`config.mk`:
```
export PLATFORM = sky130hd
export DESIGN_NAME = sha256_stream_hasher
export DESIGN_NICKNAME = d
export VERILOG_FILES = /design/src/hw/rtl/sha_pkg.sv /design/src/hw/rtl/sha256_stream_hasher.sv /design/src/hw/rtl/sha_front.sv /design/src/hw/rtl/sha_core.sv
export VERILOG_INCLUDE_DIRS = /design/src /design/src/hw/rtl
export SDC_FILE = /design/constraint.sdc
export NUM_CORES = 2
export LEC_CHECK = 0
export ABC_CLOCK_PERIOD_IN_PS = 9200
export BUFFER_PORTS_ARGS = -buffer_cell sky130_fd_sc_hd__clkbuf_2
export CAP_MARGIN = 5
export CORE_UTILIZATION = 30
export DETAILED_ROUTE_END_ITERATION = 10
export PLACE_DENSITY_LB_ADDON = 0.05
export SYNTH_ARGS = -nofsm -noshare
export SYNTH_HDL_FRONTEND = slang
export SYNTH_SLANG_ARGS = --single-unit
export TNS_END_PERCENT = 5
```
`constraint.sdc`:
```
create_clock -name i_clk -period 9.2 [get_ports i_clk]
set_input_delay 0 -clock i_clk [delete_from_list [all_inputs] [get_ports i_clk]]
set_output_delay 0 -clock i_clk [all_outputs]
set_load 0.02 [all_outputs]
```
`src/hw/rtl/sha256_stream_hasher_defines.svh`:
```
// Assertion macros for the SHA-256 stream hasher.
// Used by the top level only.
`ifndef SHA256_STREAM_HASHER_DEFINES_SVH
`define SHA256_STREAM_HASHER_DEFINES_SVH
// Implication checked on every clock edge outside reset.
`define SHA_ASSERT_IMP(lbl, clk, rstn, ante, cons, msg) \
    lbl: assert property (@(posedge clk) disable iff (!rstn) (ante) |-> (cons)) \
        else $error(msg);
// Next-cycle implication.
`define SHA_ASSERT_NXT(lbl, clk, rstn, ante, cons, msg) \
    lbl: assert property (@(posedge clk) disable iff (!rstn) (ante) |=> (cons)) \
        else $error(msg);
`endif

```
`src/hw/rtl/sha_pkg.sv`:
```
// Package for the SHA-256 stream hasher: payload types, states, round constants.
// No dependencies.
`timescale 1ns / 1ps
package sha_pkg;
    localparam int QueueDepth = 4;

    typedef struct packed {
        logic [7:0] data_byte;
        logic       has_byte;
        logic       final_req;
    } t_in_word;

    typedef struct packed {
        logic [31:0] digest_word;
        logic [2:0]  word_index;
        logic        last_word;
    } t_out_word;

    typedef enum logic [2:0] {
        ST_IDLE, ST_ROUND, ST_ADD, ST_PAD, ST_EMIT
    } t_core_state;

    typedef logic [31:0] t_hash [8];

    localparam logic [31:0] InitWords [8] = '{
        32'h6a09e667, 32'hbb67ae85, 32'h3c6ef372, 32'ha54ff53a,
        32'h510e527f, 32'h9b05688c, 32'h1f83d9ab, 32'h5be0cd19};

    localparam logic [31:0] RoundConst [64] = '{
        32'h428a2f98,32'h71374491,32'hb5c0fbcf,32'he9b5dba5,32'h3956c25b,32'h59f111f1,
        32'h923f82a4,32'hab1c5ed5,32'hd807aa98,32'h12835b01,32'h243185be,32'h550c7dc3,
        32'h72be5d74,32'h80deb1fe,32'h9bdc06a7,32'hc19bf174,32'he49b69c1,32'hefbe4786,
        32'h0fc19dc6,32'h240ca1cc,32'h2de92c6f,32'h4a7484aa,32'h5cb0a9dc,32'h76f988da,
        32'h983e5152,32'ha831c66d,32'hb00327c8,32'hbf597fc7,32'hc6e00bf3,32'hd5a79147,
        32'h06ca6351,32'h14292967,32'h27b70a85,32'h2e1b2138,32'h4d2c6dfc,32'h53380d13,
        32'h650a7354,32'h766a0abb,32'h81c2c92e,32'h92722c85,32'ha2bfe8a1,32'ha81a664b,
        32'hc24b8b70,32'hc76c51a3,32'hd192e819,32'hd6990624,32'hf40e3585,32'h106aa070,
        32'h19a4c116,32'h1e376c08,32'h2748774c,32'h34b0bcb5,32'h391c0cb3,32'h4ed8aa4a,
        32'h5b9cca4f,32'h682e6ff3,32'h748f82ee,32'h78a5636f,32'h84c87814,32'h8cc70208,
        32'h90befffa,32'ha4506ceb,32'hbef9a3f7,32'hc67178f2};

    localparam logic [7:0] PadByte = 8'h80;
    localparam logic [5:0] LenPos  = 6'd56;

    function automatic logic [31:0] ror(input logic [31:0] v, input int s);
        ror = (v >> s) | (v << (32 - s));
    endfunction
endpackage

```
`src/hw/rtl/sha256_stream_hasher.sv`:
```
// SHA-256 stream hasher top level: input queue front end and compression core.
// Depends on sha_pkg, sha_front, sha_core and sha256_stream_hasher_defines.svh.
//
// Usage:
//   Input channel carries one message byte per word (data_byte, has_byte,
//   final_req). Words with neither flag set are dropped. A final word closes
//   the message; an empty message is a final word without a byte.
//   Output channel carries the eight digest words, word_index 0 first,
//   last_word set on the eighth.
// Sequence:
//   A byte that does not complete a block is written into the schedule window; one
//   that completes a 64-byte block is followed by the 64 rounds and the chain add.
//   A final word then pads one or two blocks, one padding byte per cycle, each
//   block followed by its rounds and chain add, then the eight digest words go
//   out. The core takes no new word until it is idle again.
//   A 4-deep input queue absorbs bursts.
// Reset: chaining words return to the initial values, count and queue empty.
// Output stall: the digest word holds; the core waits, the queue keeps
// accepting input until full.
`timescale 1ns / 1ps
`include "sha256_stream_hasher_defines.svh"
module sha256_stream_hasher #(
    parameter int QUEUE_DEPTH = sha_pkg::QueueDepth
) (
    input  logic               i_clk,
    input  logic               i_rst_n,
    input  logic               i_valid,
    output logic               o_stall,
    input  sha_pkg::t_in_word  i_data,
    output logic               o_valid,
    input  logic               i_stall,
    output sha_pkg::t_out_word o_data
);
    import sha_pkg::*;

    logic     w_qv, w_take;
    logic     w_last_acc;
    t_in_word w_qw;

    sha_front #(.DEPTH(QUEUE_DEPTH)) u_front (
        .i_clk, .i_rst_n, .i_valid, .o_stall, .i_word(i_data),
        .o_valid(w_qv), .i_take(w_take), .o_word(w_qw)
    );

    sha_core u_core (
        .i_clk, .i_rst_n, .i_valid(w_qv), .o_take(w_take), .i_word(w_qw),
        .o_valid, .i_stall, .o_word(o_data)
    );

    assign w_last_acc = o_valid && !i_stall && o_data.last_word;

    `SHA_ASSERT_IMP(a_take_valid, i_clk, i_rst_n, w_take, w_qv, "take without queued word")
    `SHA_ASSERT_IMP(a_no_take_out, i_clk, i_rst_n, o_valid, !w_take, "input taken while emitting")
    `SHA_ASSERT_NXT(a_last_drop, i_clk, i_rst_n, w_last_acc, !o_valid, "extra digest word")
endmodule

```
`src/hw/rtl/sha_front.sv`:
```
// Front end: accepts input words and queues those that do work.
// Depends on sha_pkg. Words with neither flag set are dropped here.
`timescale 1ns / 1ps
module sha_front #(
    parameter int DEPTH = sha_pkg::QueueDepth
) (
    input  logic              i_clk,
    input  logic              i_rst_n,
    input  logic              i_valid,
    output logic              o_stall,
    input  sha_pkg::t_in_word i_word,
    output logic              o_valid,
    input  logic              i_take,
    output sha_pkg::t_in_word o_word
);
    import sha_pkg::*;
    localparam int AW = (DEPTH > 1) ? $clog2(DEPTH) : 1;

    t_in_word         r_mem [DEPTH];
    logic [AW-1:0]    r_wr, r_rd, n_wr, n_rd;
    logic [AW:0]      r_cnt, n_cnt;
    logic             w_push, w_pop, w_acc;

    assign o_stall = (r_cnt == (AW+1)'(DEPTH));
    assign w_acc   = i_valid && !o_stall;
    assign w_push  = w_acc && (i_word.has_byte || i_word.final_req);
    assign o_valid = (r_cnt != '0);
    assign w_pop   = o_valid && i_take;
    assign o_word  = r_mem[r_rd];

    always_comb begin
        n_wr  = w_push ? ((r_wr == AW'(DEPTH-1)) ? '0 : r_wr + 1'b1) : r_wr;
        n_rd  = w_pop  ? ((r_rd == AW'(DEPTH-1)) ? '0 : r_rd + 1'b1) : r_rd;
        n_cnt = r_cnt + (AW+1)'(w_push) - (AW+1)'(w_pop);
    end

    always_ff @(posedge i_clk) begin
        if (!i_rst_n) begin
            r_wr  <= '0;
            r_rd  <= '0;
            r_cnt <= '0;
        end else begin
            r_wr  <= n_wr;
            r_rd  <= n_rd;
            r_cnt <= n_cnt;
        end
    end

    always_ff @(posedge i_clk) begin
        if (w_push) begin
            r_mem[r_wr] <= i_word;
        end
    end
endmodule

```
`src/hw/rtl/sha_core.sv`:
```
// Back end: block assembly in the schedule window, one round per cycle, padding,
// and digest output register. Depends on sha_pkg.
`timescale 1ns / 1ps
module sha_core (
    input  logic               i_clk,
    input  logic               i_rst_n,
    input  logic               i_valid,
    output logic               o_take,
    input  sha_pkg::t_in_word  i_word,
    output logic               o_valid,
    input  logic               i_stall,
    output sha_pkg::t_out_word o_word
);
    import sha_pkg::*;

    t_core_state  r_state, n_state;
    logic [31:0]  r_w [16];
    t_hash        r_h, r_v;
    logic [60:0]  r_cnt;
    logic [5:0]   r_rnd;
    logic [5:0]   r_pos;
    logic         r_fin, r_two;
    logic [2:0]   r_oi;
    logic         r_ov;
    logic [31:0]  r_od;

    logic [31:0] w_wt, w_t1, w_t2, w_s0, w_s1, w_new;
    logic        w_in_acc, w_blk;
    logic [7:0]  w_pb;
    logic [63:0] w_bits;

    assign w_in_acc = (r_state == ST_IDLE) && i_valid;
    assign o_take   = w_in_acc;
    assign w_blk    = i_word.has_byte && (r_cnt[5:0] == 6'd63);
    assign w_bits   = {r_cnt, 3'b000};

    // padding byte at position r_pos; r_two: another padding block follows
    always_comb begin
        w_pb = 8'h00;
        if (r_pos >= LenPos && !r_two) begin
            w_pb = w_bits[{~r_pos[2:0], 3'b000} +: 8];
        end else if (r_pos == r_cnt[5:0]) begin
            w_pb = PadByte;
        end
    end

    assign w_wt  = r_w[0];
    assign w_s0  = ror(r_w[1], 7) ^ ror(r_w[1], 18) ^ (r_w[1] >> 3);
    assign w_s1  = ror(r_w[14], 17) ^ ror(r_w[14], 19) ^ (r_w[14] >> 10);
    assign w_new = r_w[0] + w_s0 + r_w[9] + w_s1;
    assign w_t1  = r_v[7] + (ror(r_v[4],6) ^ ror(r_v[4],11) ^ ror(r_v[4],25))
                 + ((r_v[4] & r_v[5]) ^ (~r_v[4] & r_v[6])) + RoundConst[r_rnd] + w_wt;
    assign w_t2  = (ror(r_v[0],2) ^ ror(r_v[0],13) ^ ror(r_v[0],22))
                 + ((r_v[0] & r_v[1]) ^ (r_v[0] & r_v[2]) ^ (r_v[1] & r_v[2]));

    always_comb begin
        n_state = r_state;
        case (r_state)
            ST_IDLE: begin
                if (w_in_acc) begin
                    if (w_blk) n_state = ST_ROUND;
                    else if (i_word.final_req) n_state = ST_PAD;
                end
            end
            ST_PAD:   if (r_pos == 6'd63) n_state = ST_ROUND;
            ST_ROUND: if (r_rnd == 6'd63) n_state = ST_ADD;
            ST_ADD: begin
                if (!r_fin) n_state = ST_IDLE;
                else if (r_two) n_state = ST_PAD;
                else n_state = ST_EMIT;
            end
            ST_EMIT:  if (r_ov && !i_stall && r_oi == 3'd7) n_state = ST_IDLE;
            default:  n_state = ST_IDLE;
        endcase
    end

    assign o_valid = r_ov;
    always_comb begin
        o_word.digest_word = r_od;
        o_word.word_index  = r_oi;
        o_word.last_word   = (r_oi == 3'd7);
    end

    always_ff @(posedge i_clk) begin
        if (!i_rst_n) begin
            r_state <= ST_IDLE;
            r_h     <= InitWords;
            r_cnt   <= '0;
            r_ov    <= 1'b0;
            r_oi    <= '0;
            r_rnd   <= '0;
            r_pos   <= '0;
            r_fin   <= 1'b0;
            r_two   <= 1'b0;
        end else begin
            r_state <= n_state;
            case (r_state)
                ST_IDLE: begin
                    if (w_in_acc) begin
                        r_fin <= i_word.final_req;
                        r_rnd <= '0;
                        if (i_word.has_byte) r_cnt <= r_cnt + 61'd1;
                        if (w_blk) begin
                            r_pos <= '0;
                        end else if (i_word.has_byte) begin
                            r_pos <= r_cnt[5:0] + 6'd1;
                            r_two <= (r_cnt[5:0] + 6'd1) >= LenPos;
                        end else begin
                            r_pos <= r_cnt[5:0];
                            r_two <= r_cnt[5:0] >= LenPos;
                        end
                        if (w_blk && i_word.final_req) r_two <= 1'b1;
                    end
                end
                ST_PAD: begin
                    r_pos <= r_pos + 6'd1;
                    r_rnd <= '0;
                end
                ST_ROUND: r_rnd <= r_rnd + 6'd1;
                ST_ADD: begin
                    if (r_fin && r_two) begin
                        r_two <= 1'b0;
                        r_pos <= '0;
                    end
                    if (r_fin && !r_two) begin
                        r_ov <= 1'b1;
                        r_oi <= '0;
                        r_od <= r_h[0] + r_v[0];
                    end
                end
                ST_EMIT: begin
                    if (r_ov && !i_stall) begin
                        if (r_oi == 3'd7) begin
                            r_ov  <= 1'b0;
                            r_h   <= InitWords;
                            r_cnt <= '0;
                        end else begin
                            r_oi <= r_oi + 3'd1;
                            r_od <= r_h[r_oi + 3'd1];
                        end
                    end
                end
                default: ;
            endcase
            if (r_state == ST_ADD) begin
                for (int k = 0; k < 8; k++) r_h[k] <= r_h[k] + r_v[k];
            end
        end
    end

    // payload: bytes land in the schedule window, working variables
    always_ff @(posedge i_clk) begin
        if (w_in_acc && i_word.has_byte) begin
            r_w[r_cnt[5:2]][{~r_cnt[1:0], 3'b000} +: 8] <= i_word.data_byte;
        end
        if (r_state == ST_PAD) begin
            r_w[r_pos[5:2]][{~r_pos[1:0], 3'b000} +: 8] <= w_pb;
        end
        if (n_state == ST_ROUND && r_state != ST_ROUND) begin
            r_v <= r_h;
        end else if (r_state == ST_ROUND) begin
            for (int k = 0; k < 15; k++) r_w[k] <= r_w[k+1];
            r_w[15] <= w_new;
            r_v[7] <= r_v[6];
            r_v[6] <= r_v[5];
            r_v[5] <= r_v[4];
            r_v[4] <= r_v[3] + w_t1;
            r_v[3] <= r_v[2];
            r_v[2] <= r_v[1];
            r_v[1] <= r_v[0];
            r_v[0] <= w_t1 + w_t2;
        end
    end
endmodule

```
# Word level (Yosys, flattened, before mapping)
# Memory sizes are Yosys's and may differ from the RTL's. A register that Yosys moved wholly into a read port is not among the register bits.
# Index checks and enable logic that the tools add are counted.
# op_classes
n_addsub,29
order_cmp,5
eq_ne,22
shift,5
mux,71
bitwise,32
reduce_logical,38
# op_table
cell,count
$mux W256,6
$add A32 B32 Y32,18
$mux W32,13
$xor A32 B32 Y32,9
$mux W61,4
$and A32 B32 Y32,5
$pmux W61 S2,1
$bmux W32 S3,1
$pmux W32 S2,1
$reduce_or A32 Y1,2
$shift A8 B7 Y32 const A,2
$shiftx A64 B7 Y8,1
$shiftx A8 B7 Y32,2
$add A61 B1 Y61 const B,1
$pmux W6 S3,2
$mux W3,11
$not A32 Y32,1
$or A10 B32 Y32,1
$or A13 B32 Y32,1
$or A14 B32 Y32,1
$or A15 B32 Y32,1
$or A19 B32 Y32,1
$or A21 B32 Y32,1
$or A25 B32 Y32,1
46 further kinds,115
# word_totals
ff_bits,633
ramBits,552
romBits,2048
output_inout_bits,38
wordCells,233
mem_count,3
# mem_list
name,depth,word_bits,rd,rd_ports_with_merged_regs,wr,line,text
(no name shown),64,32,1,0,0,sha_core.sv:52,+ ((r_v[4] & r_v[5]) ^ (~r_v[4] & r_v[6])) + RoundConst[r_rnd] + w_wt;
u_core.r_w,16,32,16,0,16,sha_core.sv:17,logic [31:0] r_w [16];
u_front.r_mem,4,10,1,1,1,sha_front.sv:19,t_in_word r_mem [DEPTH];

# Depth between registers and ports, before layout
# logic_depth
word_depth,11
mapped_depth,37
depth_no_buf,37

# Hierarchy
# Synthesis repeated with hierarchy kept, for this count alone.
# unflattened
hier_cells,7799
area_unflattened_um2,76877.5
# modules_own_cells
module,n_inst,cells_per_inst,area_per_inst_um2,seq_area_each_um2
sha_core,1,7694,74950.6,30789.5
sha_front,1,105,1926.8,1381.3

# Worst setup path after synthesis
# No wires, ideal clock.
# synth_timing
path_type,flip-flop to flip-flop
startpoint,register u_core.r_rnd[2]
endpoint,"register u_core.r_v[255] in the netlist's numbering, data pin"
setup_time_ns,0.270
arrival_ns,8.311
slack_ns,0.619
stages_incl_launch_ff,37
path_buffers,3
path_cell_list,dfxtp_1 -> clkbuf_1 -> clkinv_1 -> clkbuf_1 -> buf_1 -> ha_1 -> nand2_1 -> o21ai_0 -> mux4_2 -> fa_1 -> fa_1 -> fa_1 -> inv_1 -> ha_1 -> inv_1 -> fa_1 -> nand2b_1 -> a21oi_1 -> o41a_1 -> o211ai_1 -> a211oi_1 -> o21a_1 -> nor3_1 -> nor2_1 -> o41ai_1 -> xnor2_1 -> fa_1 -> ha_1 -> a21o_1 -> a21oi_1 -> nand2_1 -> a221oi_1 -> o311ai_0 -> a21oi_1 -> xnor2_1 -> xnor2_1 -> a21oi_1
# synth_via
elab_chain_cells,9
word_cells_on_any_way,14
cone_classes,3 x add/sub; 2 x eq/ne; 6 x mux; 1 x bitwise; 1 x reduce/logical; 1 x memory
# synth_rtl
element,line,text
start: declaration,sha_core.sv:20,logic [5:0] r_rnd;
start signal: assignment,sha_core.sv:119,ST_ROUND: r_rnd <= r_rnd + 6'd1;
$not A6 Y7 (implied by the code),sha_core.sv:52,
$mem_v2 Z64 W32,n/a,
$mux W32 (implied by the code) (2 in a row),sha_core.sv:52,
$add A32 B32 Y32 (2 in a row),sha_core.sv:52,
$add A32 B32 Y32,sha_core.sv:171,r_v[0] <= w_t1 + w_t2;
$mux W256,sha_core.sv:161,end else if (r_state == ST_ROUND) begin
$mux W256 (*),sha_core.sv:159,if (n_state == ST_ROUND && r_state != ST_ROUND) begin
end signal: assignment,sha_core.sv:160,r_v <= r_h;
end: declaration,sha_core.sv:18,"t_hash r_h, r_v;"
# Mark *: on every way between the ends. The rest lies on a longest branch, timed or not. The select of a mux whose other input is x is not followed.
# A chain may end at the register's enable or synchronous reset.

# Worst setup path in the final report
# layout_timing
startpoint,register u_core.r_rnd[1]
endpoint,"register u_core.r_v[255] in the netlist's numbering, data pin"
# The elaborated chain is that of the path after synthesis.

==> results.sh <==
export IMPL_place_area_um2=82000
export IMPL_grt_pass1_wl_um=454000
export IMPL_startpoint="u_core.r_rnd[1]$_SDFFE_PN0P_"
export IMPL_drt_iter0_markers=5000
export IMPL_gp_congestion=0.923
export IMPL_route_detailed_drc=0
export IMPL_grt_max_degree=176
export IMPL_yosys_top_cells_count="nand2_1, edfxtp_1, a21o_1, a21oi_1, o21ai_0"
export IMPL_arrival_ps=9230
export IMPL_final_hold_violation_count=0
export IMPL_grt_pass1_vias=60000
export IMPL_synthXorXnorAreaFrac_pct=7.32
export IMPL_dieArea_um2=259000
export IMPL_worst_pin_slew_ps=1250
export IMPL_ys_async_sr_fraction_pct=0
export IMPL_dr_pass1_iters=6
export IMPL_synthTopCellsByArea="edfxtp_1, dfxtp_1, a21o_1, ha_1, nand2_1"
export IMPL_postSynthAreaPerCell_um2=9.97
export IMPL_die_h_um=509
export IMPL_grt_overflow=0
export IMPL_finalClockSkew_ps=68.8
export IMPL_grt_use_total_pct=24.3
export IMPL_wl_um=317000
export IMPL_cp_required_ps=9730
export IMPL_crit_path_end="u_core.r_v[255]$_DFFE_PP_"
export IMPL_slew_headroom_pct=15.6
export IMPL_path_clk_slew_ps=70
export IMPL_synth_compound_area_share_pct=19.1
export IMPL_period_share_pct=94.6
export IMPL_tritoncts="built"
export IMPL_wl_per_cell_um=28.1
export IMPL_fin_crit_ps=8700
export IMPL_ff2ff_path_depth=36
export IMPL_ys_flop_type="edfxtp_1"
export IMPL_r2r_slack_ps=500
export IMPL_drive_gt1_share_pct=9.46
export IMPL_die_w_um=509
export IMPL_start_util_pct=30.3
export IMPL_drtAntennaViolNets=0
export IMPL_maxCapViolCount=0
export IMPL_final_cell_area_um2=87500
export IMPL_max_freq_mhz=115
export IMPL_core_um2=255000
export IMPL_area_growth_pct=13.4
export IMPL_hold_path_class="in2reg"
export IMPL_slowest_delay_ps=560
export IMPL_drv_slew=0
export IMPL_num_rows=185
export IMPL_setup_violations=0
export IMPL_cp_max_fo=10
export IMPL_num_vias=60300
export IMPL_seq_area_frac_synth_pct=41.7
export IMPL_synth_edf_count=840
export IMPL_muxShareOfSynthArea_pct=3.88
export IMPL_whs_path_depth=5
export IMPL_worstSkewPairLatency_ps=840
export IMPL_grt_antenna_before_repair=6
export IMPL_cp_start_kind="flop"
export IMPL_cp_common_cell="fa_1"
export IMPL_clock_root_buffer="clkbuf_16"
export IMPL_pin_count=52
export IMPL_clock_tree_buffer_depth=3
export IMPL_via_per_inst=5.36
export IMPL_synth_cell_types=93
export IMPL_place_detailed_hpwl_um=237000
export IMPL_end_kind="flop"
export IMPL_r2r_end="u_core.r_v[255]$_DFFE_PP_"
export IMPL_r2r_start="u_core.r_rnd[1]$_SDFFE_PN0P_"
export IMPL_h_tree_depth=4
export IMPL_syn_inst=7737
export IMPL_yosysWarnings=0
export IMPL_synthAdderAreaFrac_pct=12.1
export IMPL_synth_simple_gate_area_share_pct=12.3
export IMPL_synth_top_area_cell="edfxtp_1"
export IMPL_synth_top_area_share_pct=32.7
export IMPL_synth_area_um2=77100
export IMPL_yosysMostFrequentCell="nand2_1"
export IMPL_synthesis_nets=8357
export IMPL_synth_top_family_by_area="compound AO/OA/AOI/OAI gates"
export IMPL_cts_buffers=154
export IMPL_nets=8390
export IMPL_outcome="finished clean"
export IMPL_numPortBuffers=51
export IMPL_critical_path_slowest_cell="mux4_2"
export IMPL_path_class="reg2reg"
export IMPL_clock_sinks=1187
export IMPL_synth_seq_cells=1187
## worst min-delay path by stage
stage / from / end / slack [ps]
3_3_place_gp: i_data[6] / u_front.r_mem[0][6]$_DFFE_PP_ / 220
6_report: i_stall / u_core.o_valid$_SDFFE_PN0P_ / 210
2_1_floorplan: i_data[0] / u_front.r_mem[0][0]$_DFFE_PP_ / 100
4_1_cts: i_stall / u_core.o_valid$_SDFFE_PN0P_ / 160
3_5_place_dp: i_data[6] / u_front.r_mem[1][6]$_DFFE_PP_ / 230
5_1_grt: i_stall / u_core.r_oi[0]$_SDFFE_PN0P_ / 240
## flip-flops by register name, summed over array words and instances (netlist names), 2 cells and up, named ones only
register and cells:
u_core.r_h 256, u_core.r_v 256, u_core.r_cnt 61, u_front.r_rd 2, u_core.r_od 32, u_front.r_mem 40, u_core.r_state 3, u_core.r_w 512
u_core.r_pos 6, u_front.r_cnt 3, u_core.r_rnd 6, u_core.r_oi 3, u_front.r_wr 2
## cells in the final DEF, fill, tap and decap left out, types with 55 or more instances in the layout
cell       Yosys  layout
inv_1        285     285
nor3_1        92      92
xor2_1       222     221
edfxtp_1     840     840
o21bai_1      58      58
mux4_2        94      94
ha_1         410     406
fa_1         196     196
o22ai_1       94      94
dfxtp_1      347     342
clkbuf_16      0     157
mux2i_1       69      69
a22oi_1      108     108
xnor2_1      420     417
nor2_1       405     389
a211oi_1      55      55
a21oi_1      456     453
and3_1        57      56
a31oi_1       66      65
buf_4          0     229
nor2b_1      130     128
nand2_1     1057    1050
a21o_1       700     699
nand3_1      109     109
o21ai_0      423     415
## critical path: cells and delay by family, from the launching register on
kind            cells  cell delay (ps)
fa+ha+maj           8             3130
compound gates     13             2410
buf+inv             6              790
simple gates        5              790
mux                 1              560
xor+xnor            3              440
flops               1              340
## per-stage QoR
| step | setup TNS (ps) | std cells | setup slack (ps) | hold slack [ps] | utilization, % |
|---|---|---|---|---|---|
| floorplan | 0 | 7737 | 619 | 98.9 | - |
| global placement | 0 | 10900 | 279 | 221 | 32.2 |
| detailed placement | 0 | 11000 | 141 | 230 | 32.2 |
| CTS | 0 | 11300 | 40.3 | 157 | 34.3 |
| global route | -23.7 | 11300 | -23.7 | 241 | 34.3 |
| finish | 0 | 11300 | 495 | 211 | 34.3 |
## repair_timing
action | CTS | global route
setup buffers | 0 | 1
endpoints found under the setup margin | 0 | 5
hold buffers | 24 | 0
resized for setup | 0 | 17
hold endpoints to repair | 113 | 0
## kinds of logic after synthesis
group,count (synthesis)
compound gates,2249
xor+xnor,643
fa+ha+maj,631
buf+inv,733
flops,1187
mux,177
simple gates,2117
## final cells by class
type	instances	area [µm²]
timing repair buffer	321	2480
fill	25900	167000
clock buffer	202	4240
antenna	5	12.5
sequential	1187	32200
multi-input combinational	5817	42400
clock inverter	81	902
inverter	289	1080
tap	3366	4210
## metal layers
| layer | up-vias | global-route usage [%] | part of all wire [%] |
|---|---|---|---|
| met5 | - | 0 | 0 |
| met4 | 0 | 8.02 | 3.6 |
| met3 | 348 | 2.31 | 3.2 |
| met2 | 1310 | 41.0 | 48 |
| met1 | 30700 | 32.3 | 45 |
| li1 | 28000 | - | - |
Power is not shown: default switching activity piles up to over one toggle a cycle in this logic, so the estimate is an artifact.
